==> config.mk <==
export PLATFORM = sky130hd
export DESIGN_NAME = scl_queue
export DESIGN_NICKNAME = d
export VERILOG_FILES = /design/src/scl_pkg.sv /design/src/scl_queue.sv
export SDC_FILE = /design/constraint.sdc
export NUM_CORES = 1
export LEC_CHECK = 0
export ABC_AREA = 1
export BUFFER_PORTS_ARGS = -buffer_cell sky130_fd_sc_hd__buf_2
export CAP_MARGIN = 40
export CORE_MARGIN = 2
export CORE_UTILIZATION = 40
export DETAILED_ROUTE_END_ITERATION = 8
export PLACE_DENSITY = 0.71
export SETUP_SLACK_MARGIN = 0.02
export SYNTH_ARGS = -nofsm -noshare
export SYNTH_HDL_FRONTEND = slang
export SYNTH_SLANG_ARGS = --single-unit
==> constraint.sdc <==
create_clock -name clk -period 5.9 [get_ports clk]
set_input_delay 0.885 -clock clk [delete_from_list [all_inputs] [get_ports clk]]
set_output_delay 0.885 -clock clk [all_outputs]
set_load 0.005 [all_outputs]
==> src/scl_pkg.sv <==
package scl_pkg;

  localparam int CELLS_PER_AXIS = 64;
  localparam int MAX_ITEMS      = 65536;
  localparam int COORD_BITS     = 24;

  localparam int NUM_AXES    = 3;
  localparam int AXIS_BITS   = $clog2(CELLS_PER_AXIS);
  localparam int NUM_CELLS   = CELLS_PER_AXIS * CELLS_PER_AXIS * CELLS_PER_AXIS;
  localparam int CELL_BITS   = $clog2(NUM_CELLS);
  localparam int ITEM_BITS   = $clog2(MAX_ITEMS);
  localparam int HEAD_BITS   = 17;
  localparam int RECIP_BITS  = 32;
  localparam int FRAC_BITS   = 16;
  localparam int PROD_BITS   = COORD_BITS + RECIP_BITS;
  localparam int QUOT_BITS   = PROD_BITS - FRAC_BITS;
  localparam int DATA_BITS   = 32;
  localparam int INDEX_BITS  = 3;
  localparam int QUEUE_DEPTH = 4;

  localparam logic [HEAD_BITS-1:0] EMPTY_HEAD = '1;

  typedef enum logic [INDEX_BITS-1:0] {
    REG_BOX_MIN_X = 3'd0,
    REG_BOX_MIN_Y = 3'd1,
    REG_BOX_MIN_Z = 3'd2,
    REG_CPU_X     = 3'd3,
    REG_CPU_Y     = 3'd4,
    REG_CPU_Z     = 3'd5
  } scl_reg_t;

  typedef struct packed {
    logic [NUM_AXES-1:0][COORD_BITS-1:0] box_min;
    logic [NUM_AXES-1:0][RECIP_BITS-1:0] recip;
  } scl_cfg_t;

  typedef struct packed {
    logic [ITEM_BITS-1:0] item;
    logic [CELL_BITS-1:0] cell_id;
  } scl_entry_t;

endpackage

==> src/scl_queue.sv <==
module scl_queue
  import scl_pkg::*;
(
  input  logic       clk,
  input  logic       rst,
  input  logic       push_valid,
  output logic       push_ready,
  input  scl_entry_t push_entry,
  output logic       pop_valid,
  input  logic       pop_ready,
  output scl_entry_t pop_entry
);

  localparam int PTR_BITS   = $clog2(QUEUE_DEPTH);
  localparam int COUNT_BITS = $clog2(QUEUE_DEPTH + 1);

  scl_entry_t            slots [QUEUE_DEPTH];
  logic [PTR_BITS-1:0]   wr_ptr;
  logic [PTR_BITS-1:0]   rd_ptr;
  logic [COUNT_BITS-1:0] count;
  logic                  push;
  logic                  pop;

  assign push_ready = (count != COUNT_BITS'(QUEUE_DEPTH));
  assign pop_valid  = (count != '0);
  assign push       = push_valid && push_ready;
  assign pop        = pop_valid && pop_ready;
  assign pop_entry  = slots[rd_ptr];

  always_ff @(posedge clk) begin
    if (push) begin
      slots[wr_ptr] <= push_entry;
    end
  end

  always_ff @(posedge clk) begin
    if (rst) begin
      wr_ptr <= '0;
      rd_ptr <= '0;
      count  <= '0;
    end else begin
      if (push) begin
        wr_ptr <= wr_ptr + 1'b1;
      end
      if (pop) begin
        rd_ptr <= rd_ptr + 1'b1;
      end
      if (push && !pop) begin
        count <= count + 1'b1;
      end else if (pop && !push) begin
        count <= count - 1'b1;
      end
    end
  end

`ifndef SYNTHESIS
  a_count_bound: assert property (@(posedge clk) disable iff (rst)
    count <= COUNT_BITS'(QUEUE_DEPTH))
    else $error("queue count beyond depth");
  a_ptr_gap: assert property (@(posedge clk) disable iff (rst)
    (count != COUNT_BITS'(QUEUE_DEPTH) && count != '0) |->
      (PTR_BITS'(wr_ptr - rd_ptr) == PTR_BITS'(count)))
    else $error("queue pointers disagree with count");
  a_empty_ptrs: assert property (@(posedge clk) disable iff (rst)
    (count == '0) |-> (wr_ptr == rd_ptr))
    else $error("empty queue with pointer gap");
`endif

endmodule

==> results.tsv, run 1 <==
stage	metric	value	unit
outcome	outcome	complete, no violations	
clock_tree	cts_buffers	17	
yosys	synth_cell_types	24	
placed_design	gp_congestion	0.700	
clock_tree	cts-resized-gates	0	
critical_path	worstSetupPathType	reg2out	
routing	wirelength	11100	um
critical_path	cp_num_buf_inv	2	
placed_design	io_buffers	73	
power_and_ir_drop	power_frac_seq	44.4	%
routing	met2_length	5350	um
cells_and_area	fillers	1187	
routing	drcViolationCount	0	
yosys	synth.top_cells.by_area	edfxtp_1 (71%), o21ai_0 (5.6%), o22ai_2 (4.4%)	
cells_and_area	layout-drive-gt1-share	32.2	%
routing	wl_met3	575	um
yosys	syn_nets	441	
yosys	synthMuxAreaShare	0	%
critical_path	slowest_delay	0.67	ns
cells_and_area	finalCoreUtilization	49.0	%
floorplan	die_w	124	um
power_and_ir_drop	vdd_drop_max	0.200	mV
clock_tree	cts_setup_buffers	0	
yosys	yosysSeqAreaShare	74.4	%
power_and_ir_drop	p_int	2.09	mW
global_route	grt_pass1_wl	16900	um
routing	wl_met1	5030	um
placed_design	dp_hpwl	6680	um
yosys	ys_ff_latch	145	
sta	min_period	2.97	ns
power_and_ir_drop	powerDensity	430	nW/um^2
clock_tree	cts_buffer_depth	2	
clock_tree	path_clk_slew	0.06	ns
cells_and_area	syn_to_final_growth	19.1	%
floorplan	die_h	124	um
job	drv_cap	0	
yosys	synthAdderAreaFrac	1.44	%
sta	tightest_slew	0.632	ns
sta	grt_setup_unrepaired	false	
critical_path	required	5.02	ns
critical_path	arrival	2.09	ns
power_and_ir_drop	p_comb_share	22.8	%
cells_and_area	multiInputGateArea	1260	sq um
floorplan	io_pins	74	
critical_path	r2r-start	count[1]	
critical_path	cp-start-kind	register	
yosys	avgSynthCellArea	14.4	sq um
floorplan	core-area	13900	sq um
cells_and_area	layout.area.seq	4270	sq um
worst_hold_path	hold_path_startpoint	rd_ptr[0]	
sta	fmax	0.337	GHz
worst_hold_path	hold_path_class	reg2reg	
global_route	antenna_found_initial	0	
yosys	synth_warnings	0	
yosys	syn_area	5730	sq um
floorplan	rows	43	
sta	finalSetupViolations	0	
power_and_ir_drop	leakagePower	2.42	nW
floorplan	start_util	41.1	%
yosys	synth-edff-count	136	
cells_and_area	num_antenna_cells	0	
clock_tree	clock_latency	0.40	ns
critical_path	crit_path_top_delay_cell	dfxtp_2	
sta	fin_worst_skew	0.0104	ns
critical_path	critical-path-top-delay-family	flip-flops	
yosys	synth_common_cells	edfxtp_1 (136), o21ai_0 (64), nor2_1 (62), nor2_2 (20), o22ai_2 (20)	
yosys	synthArstFlopShare	0	%
routing	via_per_inst	5.08	
power_and_ir_drop	p_sw	847	uW
yosys	synth_top_area_cell	edfxtp_1	
global_route	grt_usage	14.9	%
global_route	grt_pass1_vias	3364	
yosys	syn_inst	397	
floorplan	dieArea	15300	sq um
clock_tree	clkSinkCount	145	
routing	ant_nets	0	
sta	drv_slew	0	
power_and_ir_drop	switching_share	28.9	%
cells_and_area	nets	518	
sta	slew_headroom	57.8	%
power_and_ir_drop	power.share.clock	32.7	%
clock_tree	cts_tree	built	
yosys	synth-xor-area-share	0.153	%
global_route	gr-total-overflow	0	
sta	finalHoldViolCount	0	
yosys	synth_compound_area_share	12.2	%
routing	dr.pass1.iters	5	
yosys	synth_top_family_by_area	compound AO/OA/AOI/OAI gates	
yosys	synth-simple-area-share	7.75	%
global_route	grt_max_degree	69	
yosys	synthFlopType	edfxtp_1	
clock_tree	htree_levels	4	
routing	drt-wirelength-per-cell	16.6	um
routing	drt-initial-drc-count	233	
critical_path	path_max_fanout	42	
sta	finalSetupTns	0	ns
yosys	yosysMostFrequentCell	edfxtp_1	
routing	via_count	3386	
clock_tree	cts_root_buf	clkbuf_16	
sta	final.period_utilization	50.3	%
clock_tree	cts_hold_buf	0	
critical_path	end_kind	output pin	
yosys	synth_top_cell_area_share	71.3	%
critical_path	crit_chain	buf_4 > o21ai_0 > o22ai_1 > buf_2	
routing	routed.top_layer	met4	
-- placed cells by master, fill, tap and decap left out, types with 8 or more instances in the layout --
cell type	n
nor2_1	58
o22ai_2	20
inv_1	14
o21ai_0	64
clkbuf_16	18
o22ai_1	14
dfxtp_1	8
nand2_1	14
nor2_2	20
edfxtp_1	136
buf_2	73
-- logic make-up after synthesis --
kind of cell / after synthesis
DFF: 145
AOI/OAI and AO/OA: 106
and+or+nand+nor: 102
buffers and inverters: 37
adders and majority gates: 6
xor gates and xnor gates: 1
-- power by group through the flow --
stage / clock network (mW) / registers, mW / logic (mW)
4_1_cts: 0.978 / 1.30 / 0.686
3_5_place_dp: 0 / 1.33 / 0.682
2_1_floorplan: 0 / 1.30 / 0.467
6_report: 0.960 / 1.30 / 0.670
3_3_place_gp: 0 / 1.32 / 0.646
5_1_grt: 1.02 / 1.31 / 0.750
-- final cells by class --
| cell class | instances | area share, % |
|---|---|---|
| clock buffers | 22 | 7.11 |
| clock inverters | 10 | 0.862 |
| inverters | 16 | 0.953 |
| multi-input cells | 215 | 18.5 |
| flip-flops and latches | 145 | 62.5 |
| well taps | 180 | 3.30 |
| repair buffers | 79 | 6.75 |
-- worst register-to-register path, delay by kind of cell, from the launching register on --
family | cells | cell delay, ns
fa+ha+maj | 2 | 0.63
flops | 1 | 0.33
simple gates | 4 | 0.56
compound gates | 1 | 0.20
buf+inv | 2 | 0.20
-- stage by stage --
stage / total power, mW / hold WS [ns] / cells / instance area, sq um / setup slack (ns)
after CTS: 2.97 / 0.511 / 667 / 6820 / 2.88
final: 2.93 / 0.509 / 667 / 6820 / 2.93
after floorplan: 1.77 / 0.459 / 397 / 5730 / 3.07
after global routing: 3.09 / 0.537 / 667 / 6820 / 2.73
after detailed placement: 2.01 / 0.502 / 635 / 6280 / 3.31
after global placement: 1.97 / 0.475 / 631 / 6200 / 3.38
-- per-layer routing --
layer	track usage [%]	vias up
met3	4.62	8
met2	24.3	74
met5	0	-
li1	-	1617
met1	19.2	1687
met4	4.47	0
-- flip-flops by register name, summed over array words and instances (netlist names), named ones only --
signal / flops
rd_ptr: 2
count: 3
slots: 136
wr_ptr: 2
-- path summary, 6_finish.rpt --
check	cells past startpoint	slack [ns]	end
max reg2reg	9	3.86	count[1]
max	4	2.93	pop_entry[26]
min reg2reg	2	0.51	rd_ptr[0]
min	2	0.51	rd_ptr[0]
No activity file was read; power rests on OpenSTA's default activity.
==> run 2: changes to the inputs <==
- clock period: 5.9 -> 2.98 ns (I/O delays scaled with it)
==> results.tsv, run 2 (synthesis gave the netlist of run 1 again) <==
stage	metric	value	unit
routing	ant_nets	0	
sta	finalHoldViolCount	0	
cells_and_area	final_common_cell	edfxtp_1	
placed_design	io_buffers	73	
cells_and_area	fillers	1167	
sta	tightest_slew	0.689	ns
cells_and_area	largestRegisters	slots x136, count x3	
routing	drt-initial-drc-count	253	
global_route	grt_usage	15.6	%
clock_tree	cts_setup_buffers	0	
clock_tree	clkSinkCount	145	
sta	fin_worst_skew	0.00637	ns
routing	dr.pass1.iters	4	
routing	via_per_inst	5.11	
critical_path	cp-start-kind	register	
sta	min_period	2.61	ns
routing	drcViolationCount	0	
floorplan	io_pins	74	
clock_tree	htree_levels	4	
global_route	antenna_found_initial	0	
power_and_ir_drop	leakagePower	2.40	nW
routing	wl_met3	643	um
floorplan	die_h	124	um
power_and_ir_drop	powerDensity	872	nW/um^2
clock_tree	cts_buffer_depth	2	
sta	finalSetupViolations	0	
outcome	outcome	complete, no violations	
critical_path	path_max_fanout	44	
global_route	gr-total-overflow	0	
cells_and_area	layout-drive-gt1-share	31.2	%
cells_and_area	syn_to_final_growth	18.7	%
cells_and_area	finalCoreUtilization	48.8	%
critical_path	arrival	2.16	ns
clock_tree	cts_buffers	17	
sta	fmax	0.384	GHz
floorplan	dieArea	15300	sq um
clock_tree	cts-resized-gates	0	
global_route	grt_max_degree	69	
placed_design	gp_congestion	0.734	
floorplan	rows	43	
power_and_ir_drop	vdd_drop_max	0.460	mV
critical_path	end_kind	output pin	
routing	routed.top_layer	met4	
routing	wirelength	11300	um
sta	grt_setup_unrepaired	false	
cells_and_area	final_cell_mix	edfxtp_1 (136), buf_2 (73), o21ai_0 (64)	
clock_tree	cts_tree	built	
clock_tree	path_clk_slew	0.06	ns
clock_tree	clock_latency	0.41	ns
placed_design	dp_hpwl	6640	um
floorplan	die_w	124	um
clock_tree	cts_root_buf	clkbuf_16	
global_route	grt_pass1_wl	17500	um
floorplan	start_util	41.1	%
routing	wl_met1	4930	um
job	drv_cap	0	
sta	finalSetupTns	0	ns
routing	met2_length	5600	um
sta	drv_slew	0	
cells_and_area	num_antenna_cells	0	
routing	via_count	3410	
global_route	grt_pass1_vias	3356	
sta	final.period_utilization	87.5	%
worst_hold_path	hold_path_class	in2reg	
sta	slew_headroom	54.0	%
critical_path	worstSetupPathType	reg2out	
cells_and_area	largest_register	slots	
routing	drt-wirelength-per-cell	17.0	um
critical_path	required	2.53	ns
cells_and_area	nets	518	
cells_and_area	largest_reg_flops	136	
floorplan	core-area	13900	sq um
clock_tree	cts_hold_buf	0	
-- run 2: cell count changes in the layout (fill, tap and decap cells not counted), sizes merged --
| cell | delta |
|---|---|
| bufinv | +3 |
| clkbuf | -5 |
| inv | -1 |
| clkinvlp | +3 |
-- run 2: layout make-up --
class / instances / area, sq um / area share (%)
multi-input cells: 215 / 1260 / 18.6
clock buffers: 17 / 425 / 6.25
flip-flops and latches: 145 / 4270 / 62.7
well taps: 180 / 225 / 3.31
clock inverters: 15 / 149 / 2.19
inverters: 16 / 65.1 / 0.956
repair buffers: 79 / 410 / 6.03
-- run 2: where the power goes --
part	internal [mW]	switching, mW	total (mW)	leakage [nW]
Clock	1.29	0.757	2.05	0.271
Sequential	2.48	0.102	2.58	1.32
Combinational	0.482	0.822	1.30	0.810
-- run 2: worst paths after layout --
path / slack (ns) / end / cells past startpoint / start
worst min register to register: 0.50 / register / 2 / rd_ptr[1]
worst max-delay path: 0.37 / pop_entry[25] / 4 / register
worst min-delay path: 0.25 / slots[1][31] / 1 / push_entry[31]
worst max register to register: 0.84 / count[2] / 13 / count[0]
-- run 2: per-layer routing --
layer / GRT usage, % / vias to the layer above
li1: - / 1616
met5: 0 / -
met3: 5.04 / 17
met4: 6.96 / 0
met2: 24.2 / 96
met1: 20.1 / 1681
-- run 2: stage by stage --
step	area, sq um	hold slack [ns]	power, mW	setup WS [ns]	instances
floorplan	5730	0.459	3.51	0.454	397
global placement	6230	0.484	3.90	0.879	635
detailed placement	6230	0.487	3.95	0.804	635
CTS	6800	0.228	6.00	0.340	667
global route	6800	0.235	6.25	0.193	667
finish	6800	0.247	5.93	0.373	667
-- run 2: critical path: stages (launching register included) --
cell and delay [ns]:
dfxtp_2 0.66, buf_4 0.49, o21ai_0 0.18, o22ai_1 0.25, buf_2 0.16
==> run 3: changes to the inputs <==
- PLACE_DENSITY: 0.71 -> 0.6
==> results.tsv, run 3 (synthesis gave the netlist of run 1 again) <==
stage	metric	value	unit
clock_tree	clkSinkCount	145	
global_route	antenna_found_initial	1	
sta	drv_slew	0	
cells_and_area	nets	521	
cells_and_area	largest_reg_flops	136	
cells_and_area	fillers	1228	
routing	ant_nets	0	
routing	drt-initial-drc-count	186	
cells_and_area	largestRegisters	slots x136, count x3	
global_route	use_met1	18.8	%
clock_tree	cts_hold_buf	0	
sta	finalSetupTns	0	ns
worst_hold_path	hold_path_class	in2reg	
outcome	outcome	complete, no violations	
routing	via_per_inst	5.01	
clock_tree	cts_tree	built	
clock_tree	clock_latency	0.41	ns
floorplan	dieArea	15300	sq um
critical_path	required	2.53	ns
clock_tree	path_clk_slew	0.06	ns
critical_path	path_max_fanout	52	
critical_path	regToRegSetupSlack	0.91	ns
clock_tree	htree_levels	4	
power_and_ir_drop	leakagePower	2.40	nW
cells_and_area	num_antenna_cells	0	
global_route	grt_pass1_wl	17400	um
sta	tightest_slew	0.760	ns
global_route	grt_usage	15.8	%
global_route	grt_pass1_vias	3347	
global_route	gr-total-overflow	0	
cells_and_area	syn_to_final_growth	18.4	%
floorplan	core-area	13900	sq um
routing	dr.pass1.iters	4	
placed_design	gp_congestion	0.720	
sta	final.period_utilization	82.6	%
floorplan	start_util	41.1	%
routing	via_count	3355	
cells_and_area	layout-drive-gt1-share	32.0	%
job	drv_cap	0	
critical_path	arrival	2.01	ns
cells_and_area	final_cell_mix	edfxtp_1 (136), buf_2 (73), o21ai_0 (64)	
power_and_ir_drop	powerDensity	851	nW/um^2
global_route	grt_busiest_layer	met2	
routing	drcViolationCount	0	
routing	drt-wirelength-per-cell	16.8	um
placed_design	dp_hpwl	6720	um
critical_path	worstSetupPathType	reg2out	
sta	finalSetupViolations	0	
critical_path	reg2reg_depth	9	
sta	setup_slack	0.519	ns
placed_design	io_buffers	73	
clock_tree	cts-resized-gates	0	
floorplan	die_w	124	um
global_route	grtUsageMet3	5.36	%
sta	finalHoldViolCount	0	
global_route	grtUsageMet2	26.9	%
critical_path	cp-start-kind	register	
critical_path	reg2reg_to	count[1]	
critical_path	end_kind	output pin	
sta	fmax	0.406	GHz
clock_tree	cts_root_buf	clkbuf_16	
sta	slew_headroom	49.2	%
floorplan	io_pins	74	
power_and_ir_drop	vdd_drop_max	0.483	mV
sta	grt_setup_unrepaired	false	
routing	wirelength	11200	um
global_route	grt_max_degree	69	
sta	min_period	2.46	ns
sta	fin_worst_skew	0.00443	ns
placed_design	place_ws	0.884	ns
critical_path	r2r-start	count[1]	
clock_tree	cts_buffers	17	
floorplan	rows	43	
cells_and_area	final_common_cell	edfxtp_1	
clock_tree	cts_buffer_depth	2	
power_and_ir_drop	p_total	5.78	mW
cells_and_area	largest_register	slots	
critical_path	crit_end	pop_entry[6]	
clock_tree	cts_setup_buffers	0	
floorplan	die_h	124	um
==> run 3: cell types whose count changed in the layout (fill, tap and decap cells not counted) <==
cell | before | now
buf_4 | 6 | 9
clkinv_2 | 2 | 5
clkinv_4 | 0 | 1
clkinv_1 | 7 | 2
clkbuf_1 | 0 | 3
bufinv_16 | 3 | 1
==> run 3: area by class of cell <==
class | instances | area, sq um | share of cell area (%)
multi-input cells | 215 | 1260 | 18.6
inverters | 16 | 65.1 | 0.959
well taps | 180 | 225 | 3.32
clock buffers | 20 | 437 | 6.44
clock inverters | 12 | 93.8 | 1.38
repair buffers | 82 | 433 | 6.38
flip-flops and latches | 145 | 4270 | 62.9
==> run 3: worst max-delay path: stages (launching register included) <==
cell and delay, ns:
dfxtp_2 0.54, buf_4 0.50, o21ai_0 0.20, o22ai_2 0.21, buf_2 0.15
==> run 3: worst min path at each step <==
stage / cells past startpoint / from / slack, ns / end
2_1_floorplan: 2 / rd_ptr[1] / 0.46 / register
3_3_place_gp: 2 / rd_ptr[1] / 0.48 / rd_ptr[1]
3_5_place_dp: 2 / rd_ptr[1] / 0.50 / register
4_1_cts: 1 / push_entry[20] / 0.24 / slots[2][20]
5_1_grt: 1 / push_entry[1] / 0.23 / slots[1][1]
6_report: 1 / push_entry[27] / 0.25 / slots[3][27]
==> run 3: stage by stage <==
stage	instance area (sq um)	hold WS [ns]	utilization, %	cells
floorplan	5730	0.459	-	397
global placement	6250	0.483	44.9	638
detailed placement	6250	0.502	44.9	638
CTS	6780	0.237	48.7	670
global route	6780	0.232	48.7	670
finish	6780	0.253	48.7	670
==> run 3: layer usage <==
layer	part of all wire, %	routed length [um]
met5	0.071	8
met4	1.1	119
met3	5.2	583
met2	52	5810
met1	42	4730
==> run 3: report_power, final <==
part / switching, mW / total [mW] / internal [mW]
Clock: 0.754 / 1.89 / 1.13
Combinational: 0.827 / 1.32 / 0.492
Sequential: 0.0895 / 2.57 / 2.48
Total: 1.67 / 5.78 / 4.10
